### src/design/r8lae_pkg.sv
// shared types, opcode codes and helpers for the r8 load and alu executor
package r8lae_pkg;

    localparam int DATA_W = 8;
    localparam int ADDR_W = 16;
    localparam int FLAG_W = 4;
    localparam int REG_COUNT = 7;
    localparam int REG_IDX_W = 3;

    // flag bit positions inside the flag nibble
    localparam int FLAG_Z = 3;
    localparam int FLAG_N = 2;
    localparam int FLAG_H = 1;
    localparam int FLAG_C = 0;

    // opcode groups in bits 7:6
    localparam logic [1:0] GRP_LOAD = 2'b01;
    localparam logic [1:0] GRP_ALU  = 2'b10;

    localparam logic [7:0] OPC_HALT = 8'h76;

    // register operand codes as they appear in the opcode
    localparam logic [2:0] RCODE_H      = 3'd4;
    localparam logic [2:0] RCODE_L      = 3'd5;
    localparam logic [2:0] RCODE_HL_MEM = 3'd6;
    localparam logic [2:0] RCODE_A      = 3'd7;

    // register file slots
    localparam logic [REG_IDX_W-1:0] RIDX_H = 3'd4;
    localparam logic [REG_IDX_W-1:0] RIDX_L = 3'd5;
    localparam logic [REG_IDX_W-1:0] RIDX_A = 3'd6;

    typedef logic [DATA_W-1:0] byte_t;
    typedef logic [FLAG_W-1:0] flags_t;

    typedef enum logic [2:0] {
        ALU_ADD = 3'd0,
        ALU_ADC = 3'd1,
        ALU_SUB = 3'd2,
        ALU_SBC = 3'd3,
        ALU_AND = 3'd4,
        ALU_XOR = 3'd5,
        ALU_OR  = 3'd6,
        ALU_CP  = 3'd7
    } alu_op_t;

    // alu result bundle
    typedef struct packed {
        byte_t  result;
        flags_t flags;
        logic   write_acc;
    } alu_out_t;

    // operand code to register file slot; A sits in the last slot
    function automatic logic [REG_IDX_W-1:0] reg_index(input logic [2:0] code);
        logic [REG_IDX_W-1:0] idx;
        begin
            if (code == RCODE_A || code == RCODE_HL_MEM) begin
                idx = RIDX_A;
            end else begin
                idx = code;
            end
            return idx;
        end
    endfunction

endpackage

### src/design/r8_load_and_alu_executor.sv
// Executes one opcode from 0x40..0xBF per beat (register loads, HALT, and the eight
// accumulator alu operations) against seven internal 8-bit registers and the Z/N/H/C
// flags, all cleared by reset. A beat is taken into an input register and, once the
// output register is free, decoded, read from the register file, run through the
// 8-bit alu and written back while its result lands in the output register. One beat
// is accepted every clock while results are taken. A stalled result holds the output
// register and the input register, and the input side stays ready while a waiting
// result is being taken. mem_address is HL before the instruction; loads with
// destination (HL) report mem_write with the stored byte, otherwise the store byte
// is zero. Opcodes outside 0x40..0xBF change nothing.
module r8_load_and_alu_executor (
    input  logic               aclk,
    input  logic               aresetn,
    input  logic               s_valid,
    output logic               s_ready,
    input  r8lae_pkg::byte_t   s_opcode,
    input  r8lae_pkg::byte_t   s_mem_data,
    output logic               m_valid,
    input  logic               m_ready,
    output logic               m_mem_write,
    output logic [15:0]        m_mem_address,
    output r8lae_pkg::byte_t   m_mem_write_data,
    output logic               m_halt_seen,
    output r8lae_pkg::byte_t   m_acc_value,
    output r8lae_pkg::flags_t  m_flag_bits
);
    import r8lae_pkg::*;

    // input register
    logic   in_valid_reg;
    byte_t  in_opcode_reg;
    byte_t  in_mem_data_reg;

    // architectural state
    byte_t  reg_file_reg [REG_COUNT];
    byte_t  reg_file_next [REG_COUNT];
    flags_t flags_reg;
    flags_t flags_next;

    // output register
    logic              out_valid_reg;
    logic              out_mem_write_reg;
    logic [ADDR_W-1:0] out_mem_address_reg;
    byte_t             out_mem_write_data_reg;
    logic              out_halt_seen_reg;
    byte_t             out_acc_value_reg;
    flags_t            out_flag_bits_reg;

    logic     out_free;
    logic     exec;
    logic [2:0] dst_code;
    logic [2:0] src_code;
    logic     is_halt;
    logic     is_load;
    logic     is_alu;
    logic     is_store;
    byte_t    src_val;
    alu_out_t alu_out;

    // pipeline flow control
    assign out_free = !out_valid_reg || m_ready;
    assign exec     = in_valid_reg && out_free;
    assign s_ready  = !in_valid_reg || out_free;

    // opcode decode
    assign dst_code = in_opcode_reg[5:3];
    assign src_code = in_opcode_reg[2:0];
    assign is_halt  = (in_opcode_reg == OPC_HALT);
    assign is_load  = (in_opcode_reg[7:6] == GRP_LOAD) && !is_halt;
    assign is_alu   = (in_opcode_reg[7:6] == GRP_ALU);
    assign is_store = is_load && (dst_code == RCODE_HL_MEM);

    // source operand: register or memory byte at hl
    assign src_val = (src_code == RCODE_HL_MEM) ? in_mem_data_reg
                                                : reg_file_reg[reg_index(src_code)];

    r8lae_alu u_alu (
        .acc        (reg_file_reg[RIDX_A]),
        .operand    (src_val),
        .op         (alu_op_t'(dst_code)),
        .carry_flag (flags_reg[FLAG_C]),
        .alu_out    (alu_out)
    );

    // state write-back
    always_comb begin
        reg_file_next = reg_file_reg;
        flags_next    = flags_reg;
        if (is_load && !is_store) begin
            reg_file_next[reg_index(dst_code)] = src_val;
        end
        if (is_alu) begin
            flags_next = alu_out.flags;
            if (alu_out.write_acc) begin
                reg_file_next[RIDX_A] = alu_out.result;
            end
        end
    end

    // input register
    always_ff @(posedge aclk) begin
        if (!aresetn) begin
            in_valid_reg <= 1'b0;
        end else if (s_ready) begin
            in_valid_reg <= s_valid;
        end
        if (s_valid && s_ready) begin
            in_opcode_reg   <= s_opcode;
            in_mem_data_reg <= s_mem_data;
        end
    end

    // register file and flags
    always_ff @(posedge aclk) begin
        if (!aresetn) begin
            for (int i = 0; i < REG_COUNT; i++) begin
                reg_file_reg[i] <= '0;
            end
            flags_reg <= '0;
        end else if (exec) begin
            reg_file_reg <= reg_file_next;
            flags_reg    <= flags_next;
        end
    end

    // result register
    always_ff @(posedge aclk) begin
        if (!aresetn) begin
            out_valid_reg <= 1'b0;
        end else if (out_free) begin
            out_valid_reg <= in_valid_reg;
        end
        if (exec) begin
            out_mem_write_reg      <= is_store;
            out_mem_address_reg    <= {reg_file_reg[RIDX_H], reg_file_reg[RIDX_L]};
            out_mem_write_data_reg <= is_store ? src_val : '0;
            out_halt_seen_reg      <= is_halt;
            out_acc_value_reg      <= reg_file_next[RIDX_A];
            out_flag_bits_reg      <= flags_next;
        end
    end

    assign m_valid          = out_valid_reg;
    assign m_mem_write      = out_mem_write_reg;
    assign m_mem_address    = out_mem_address_reg;
    assign m_mem_write_data = out_mem_write_data_reg;
    assign m_halt_seen      = out_halt_seen_reg;
    assign m_acc_value      = out_acc_value_reg;
    assign m_flag_bits      = out_flag_bits_reg;

    // halt never reports a store
    a_halt_no_store: assert property (@(posedge aclk) disable iff (!aresetn)
        out_valid_reg && out_halt_seen_reg |-> !out_mem_write_reg)
        else $error("halt result reports a store");

    // store byte is zero unless a store is reported
    a_store_data_zero: assert property (@(posedge aclk) disable iff (!aresetn)
        out_valid_reg && !out_mem_write_reg |-> out_mem_write_data_reg == '0)
        else $error("store byte nonzero without store");

    // compare leaves the accumulator untouched
    a_cp_keeps_acc: assert property (@(posedge aclk) disable iff (!aresetn)
        exec && is_alu && dst_code == ALU_CP
        |=> reg_file_reg[RIDX_A] == $past(reg_file_reg[RIDX_A]))
        else $error("compare changed accumulator");

    // reported accumulator matches the state
    a_acc_tracks_state: assert property (@(posedge aclk) disable iff (!aresetn)
        exec |=> out_acc_value_reg == reg_file_reg[RIDX_A] && out_flag_bits_reg == flags_reg)
        else $error("result disagrees with architectural state");

    // state holds while no beat executes
    a_state_hold: assert property (@(posedge aclk) disable iff (!aresetn)
        !exec |=> $stable(flags_reg) && $stable(reg_file_reg[RIDX_A]))
        else $error("state changed without an executed beat");

endmodule

### src/design/r8lae_alu.sv
// 8-bit accumulator alu with z, n, h, c flag generation
module r8lae_alu (
    input  r8lae_pkg::byte_t   acc,
    input  r8lae_pkg::byte_t   operand,
    input  r8lae_pkg::alu_op_t op,
    input  logic               carry_flag,
    output r8lae_pkg::alu_out_t alu_out
);
    import r8lae_pkg::*;

    logic          cin;
    logic [DATA_W:0] sum_full;
    logic [4:0]    sum_low;
    logic [DATA_W:0] diff_full;
    logic [4:0]    diff_low;
    byte_t         res;
    flags_t        flg;

    // carry in only for the with-carry forms
    assign cin = (op == ALU_ADC || op == ALU_SBC) ? carry_flag : 1'b0;

    // adder and subtractor with nibble and byte carries
    assign sum_full  = {1'b0, acc} + {1'b0, operand} + {{DATA_W{1'b0}}, cin};
    assign sum_low   = {1'b0, acc[3:0]} + {1'b0, operand[3:0]} + {4'd0, cin};
    assign diff_full = {1'b0, acc} - {1'b0, operand} - {{DATA_W{1'b0}}, cin};
    assign diff_low  = {1'b0, acc[3:0]} - {1'b0, operand[3:0]} - {4'd0, cin};

    // operation select
    always_comb begin
        flg = '0;
        res = acc;
        case (op)
            ALU_ADD, ALU_ADC: begin
                res         = sum_full[DATA_W-1:0];
                flg[FLAG_H] = sum_low[4];
                flg[FLAG_C] = sum_full[DATA_W];
            end
            ALU_SUB, ALU_SBC, ALU_CP: begin
                res         = diff_full[DATA_W-1:0];
                flg[FLAG_N] = 1'b1;
                flg[FLAG_H] = diff_low[4];
                flg[FLAG_C] = diff_full[DATA_W];
            end
            ALU_AND: begin
                res         = acc & operand;
                flg[FLAG_H] = 1'b1;
            end
            ALU_XOR: begin
                res = acc ^ operand;
            end
            default: begin
                res = acc | operand;
            end
        endcase
        flg[FLAG_Z] = (res == '0);
    end

    assign alu_out.result    = res;
    assign alu_out.flags     = flg;
    assign alu_out.write_acc = (op != ALU_CP);

endmodule

### config.mk
export PLATFORM = sky130hd
export DESIGN_NAME = r8_load_and_alu_executor
export DESIGN_NICKNAME = d
export VERILOG_FILES = /design/src/design/r8lae_pkg.sv /design/src/design/r8_load_and_alu_executor.sv /design/src/design/r8lae_alu.sv
export SDC_FILE = /design/constraint.sdc
export NUM_CORES = 1
export LEC_CHECK = 0
export BUFFER_PORTS_ARGS = -buffer_cell sky130_fd_sc_hd__buf_2
export CORE_ASPECT_RATIO = 0.5
export CORE_MARGIN = 1
export CORE_UTILIZATION = 50
export CTS_CLUSTER_DIAMETER = 100
export DETAILED_ROUTE_END_ITERATION = 12
export PLACE_DENSITY_LB_ADDON = 0.25
export SLEW_MARGIN = 30
export SYNTH_ARGS = -nofsm -noshare
export SYNTH_HDL_FRONTEND = slang
export SYNTH_SLANG_ARGS = --single-unit
### constraint.sdc
create_clock -name aclk -period 4.6 [get_ports aclk]
set_input_delay 0.92 -clock aclk [delete_from_list [all_inputs] [get_ports aclk]]
set_output_delay 0.92 -clock aclk [all_outputs]
set_load 0.01 [all_outputs]
==> flow_metrics.tcl <==
set metrics [dict create \
    rsz0062_at_grt "false" \
    synth_nets 674 \
    cts-hold-fix-buffers 0 \
    dp.cells 827 \
    power_density_mw_per_mm2 373 \
    chipWidth_um 162 \
    clock_sinks 116 \
    arrival_ns 4.61 \
    initial_utilization_pct 52.6 \
    root_buffer "clkbuf_16" \
    wire_per_inst_um 19.3 \
    crit_path_top_delay_cell "or3b_1" \
    ys_seq_elements 116 \
    cpLargestDelayFamily "compound AO/OA/AOI/OAI gates" \
    grt_remaining_overflow 0 \
    pin_count 60 \
    io_buffers 59 \
    antenna_found_initial 0 \
    finClkSkew_ns 0.00821 \
    num_antenna_cells 0 \
    cp_num_buf_inv 3 \
    final_area_mm2 0.00740 \
    drt-vias-per-instance 5.86 \
    finalHoldViolations 0 \
    ys_seq_area_share_pct 44.9 \
    crit_chain "nand2b_1 > buf_4 > mux2i_1 > a211oi_1 > a221oi_2 > inv_1 > ha_1 > inv_1 > ha_1 > a21bo_2 > and2_1 > xnor2_1 > a222oi_1 > o2111ai_1 > or3b_1 > nand2_1" \
    grt_pass1_wl_mm 25.8 \
    grt_max_degree 65 \
    rows 28 \
    place_congestion 0.976 \
    track_usage_pct 26.4 \
    maxCapViolCount 0 \
    syn_to_final_growth_pct 16.1 \
    ys_types 76 \
    final_max_slew_viol_count 0 \
    ys_async_sr_fraction_pct 0 \
    period_minus_slack_ns 4.32 \
    synth_edf_count 54 \
    wl_mm 16.6 \
    drtIter0Drc 458 \
    period_share_pct 93.9 \
    largest_reg_flops 56 \
    via_count 5054 \
    crit_fanout 5 \
    placeableCoreArea_mm2 0.0121 \
    dr.pass1.iters 5 \
    fmax_mhz 231 \
    start_kind "register" \
    die_y_um 81.9 \
    syn_area_per_cell_um2 10.3 \
    status "completed" \
    dp_hpwl_mm 12.0 \
    ir_worst_vdd_mv 0.230 \
    cts_max_path_buffers 2 \
    ys.flop_type "dfxtp_1" \
    drive_gt1_share_pct 22.0 \
    clk_latency_ns 0.41 \
    worstSetupPathType "register to register" \
    clk_pin_slew_ns 0.06 \
    worst_pin_slew_ns 0.956 \
    critPathMaxStageDelay_ns 0.45 \
    dieArea_mm2 0.0132 \
    fin_cells 862 \
    drc 0 \
    setup_violations 0 \
    cts_tree "done" \
    holdWs_ns 0.466 \
    place_area_mm2 0.00681 \
    tns_ns 0 \
    cp-end-kind "register" \
    yosys_warnings 0 \
    syn_inst 620 \
    final_nets 738 \
    relSlewSlack_pct 36.0 \
    hold_class "register to register" \
    worst-endpoint-required_ns 4.88 \
    htreeDepth 4 \
    finish.utilization_pct 61.1 \
    power.leakage_nw 3.53 \
    grt_pass1_vias 4610 \
    syn_area_mm2 0.00638 \
    ant_nets 0 \
    cts_buffers 17 \
]
[placed cells by master, fill, tap and decap left out, types with 6 or more instances in the layout]
cell type and count:
nand2_1 91, dfxtp_1 62, buf_2 58, edfxtp_1 54, o211a_1 49, nor2_1 39, inv_1 38, ha_1 30
a21oi_1 26, buf_4 25, o21ai_0 18, clkbuf_16 17, nor2b_1 15, a211oi_1 15, mux2i_1 12, xnor2_1 8
mux2_2 8, and2_1 7, a22o_1 7, nand2b_1 6
[tightest hold or removal path, stage by stage, from the launching register on]
cell and delay (ns):
dfxtp_1 0.31, nand2_1 0.05, a21boi_0 0.06
[stage by stage]
step / power (mW) / setup WS [ns]
2_1_floorplan: 1.42 / 0.412
3_3_place_gp: 1.52 / 0.358
3_5_place_dp: 1.53 / 0.300
4_1_cts: 2.77 / 0.288
5_1_grt: 2.86 / 0.0515
6_report: 2.76 / 0.279
[repair_timing]
| item | in CTS | in global routing |
|---|---|---|
| buffers inserted | 0 | 2 |
| resized for setup | 0 | 1 |
| setup endpoints to repair | 0 | 1 |
[area by class of cell]
class / count / area, um^2
clock buffers: 17 / 425
clock inverters: 15 / 131
fillers: 1018 / 4720
inverters: 39 / 146
multi-input cells: 426 / 3140
flip-flops and latches: 116 / 2860
well taps: 165 / 206
repair buffers: 84 / 489
[cells in the mapped netlist, types with 3 or more instances]
cell type / instances / area, um^2
a211oi_1: 15 / 113
a21boi_0: 4 / 30.0
a21boi_1: 3 / 22.5
a21oi_1: 26 / 130
a221oi_1: 4 / 35.0
a221oi_2: 3 / 45.0
a22o_1: 7 / 61.3
and2_1: 7 / 43.8
and3_1: 3 / 18.8
buf_2: 18 / 90.1
buf_4: 7 / 52.6
buf_6: 6 / 67.6
clkbuf_1: 7 / 26.3
dfxtp_1: 62 / 1240
edfxtp_1: 54 / 1620
fa_1: 4 / 80.1
ha_1: 30 / 375
inv_1: 38 / 143
mux2_2: 8 / 90.1
mux2i_1: 12 / 120
nand2_1: 91 / 342
nand2b_1: 6 / 37.5
nand4b_1: 3 / 26.3
nor2_1: 40 / 150
nor2b_1: 15 / 93.8
nor3_1: 3 / 15.0
nor3_2: 3 / 30.0
o2111ai_1: 4 / 35.0
o211a_1: 49 / 490
o211ai_1: 4 / 30.0
o21ai_0: 18 / 90.1
o22ai_1: 3 / 18.8
or2_2: 3 / 18.8
xnor2_1: 8 / 70.1
xor2_1: 3 / 26.3
[layer usage]
metal  routed length (um)  up-vias  global-route usage (%)
met5                    0        -                       0
met4                  209        0                    7.36
met3                 1350       25                    5.91
met2                 7540      227                    42.7
met1                 7520     2422                    35.9
li1                     -     2380                       -
[logic make-up after synthesis]
logic type      count (synthesis)  synth area share [%]
simple gates                  188                  14.3
compound gates                172                  22.4
flops                         116                  44.9
buf+inv                        78                  6.06
fa+ha+maj                      34                  7.14
mux                            21                  3.65
xor+xnor                       11                  1.51
[path summary, 6_finish.rpt]
| kind | startpoint | to | slack, ns | depth (start not counted) |
|---|---|---|---|---|
| min reg2reg | flags_reg[1]$_SDFFE_PN0P_ | flags_reg[1]$_SDFFE_PN0P_ | 0.47 | 2 |
| max | in_opcode_reg[0]$_DFFE_PP_ | m_flag_bits[3]$_DFFE_PP_ | 0.28 | 16 |
| min | flags_reg[1]$_SDFFE_PN0P_ | flags_reg[1]$_SDFFE_PN0P_ | 0.47 | 2 |
| max reg2reg | in_opcode_reg[0]$_DFFE_PP_ | m_flag_bits[3]$_DFFE_PP_ | 0.28 | 16 |
[power by group]
| group | total [mW] | internal [mW] | switching [mW] | leakage [nW] |
|---|---|---|---|---|
| sequential | 1.13 | 1.11 | 0.0206 | 1.02 |
| clock | 1.25 | 0.745 | 0.502 | 0.271 |
| combinational | 0.381 | 0.149 | 0.233 | 2.24 |
| total | 2.76 | 2.01 | 0.756 | 3.53 |
No activity file was read; power rests on OpenSTA's default activity.
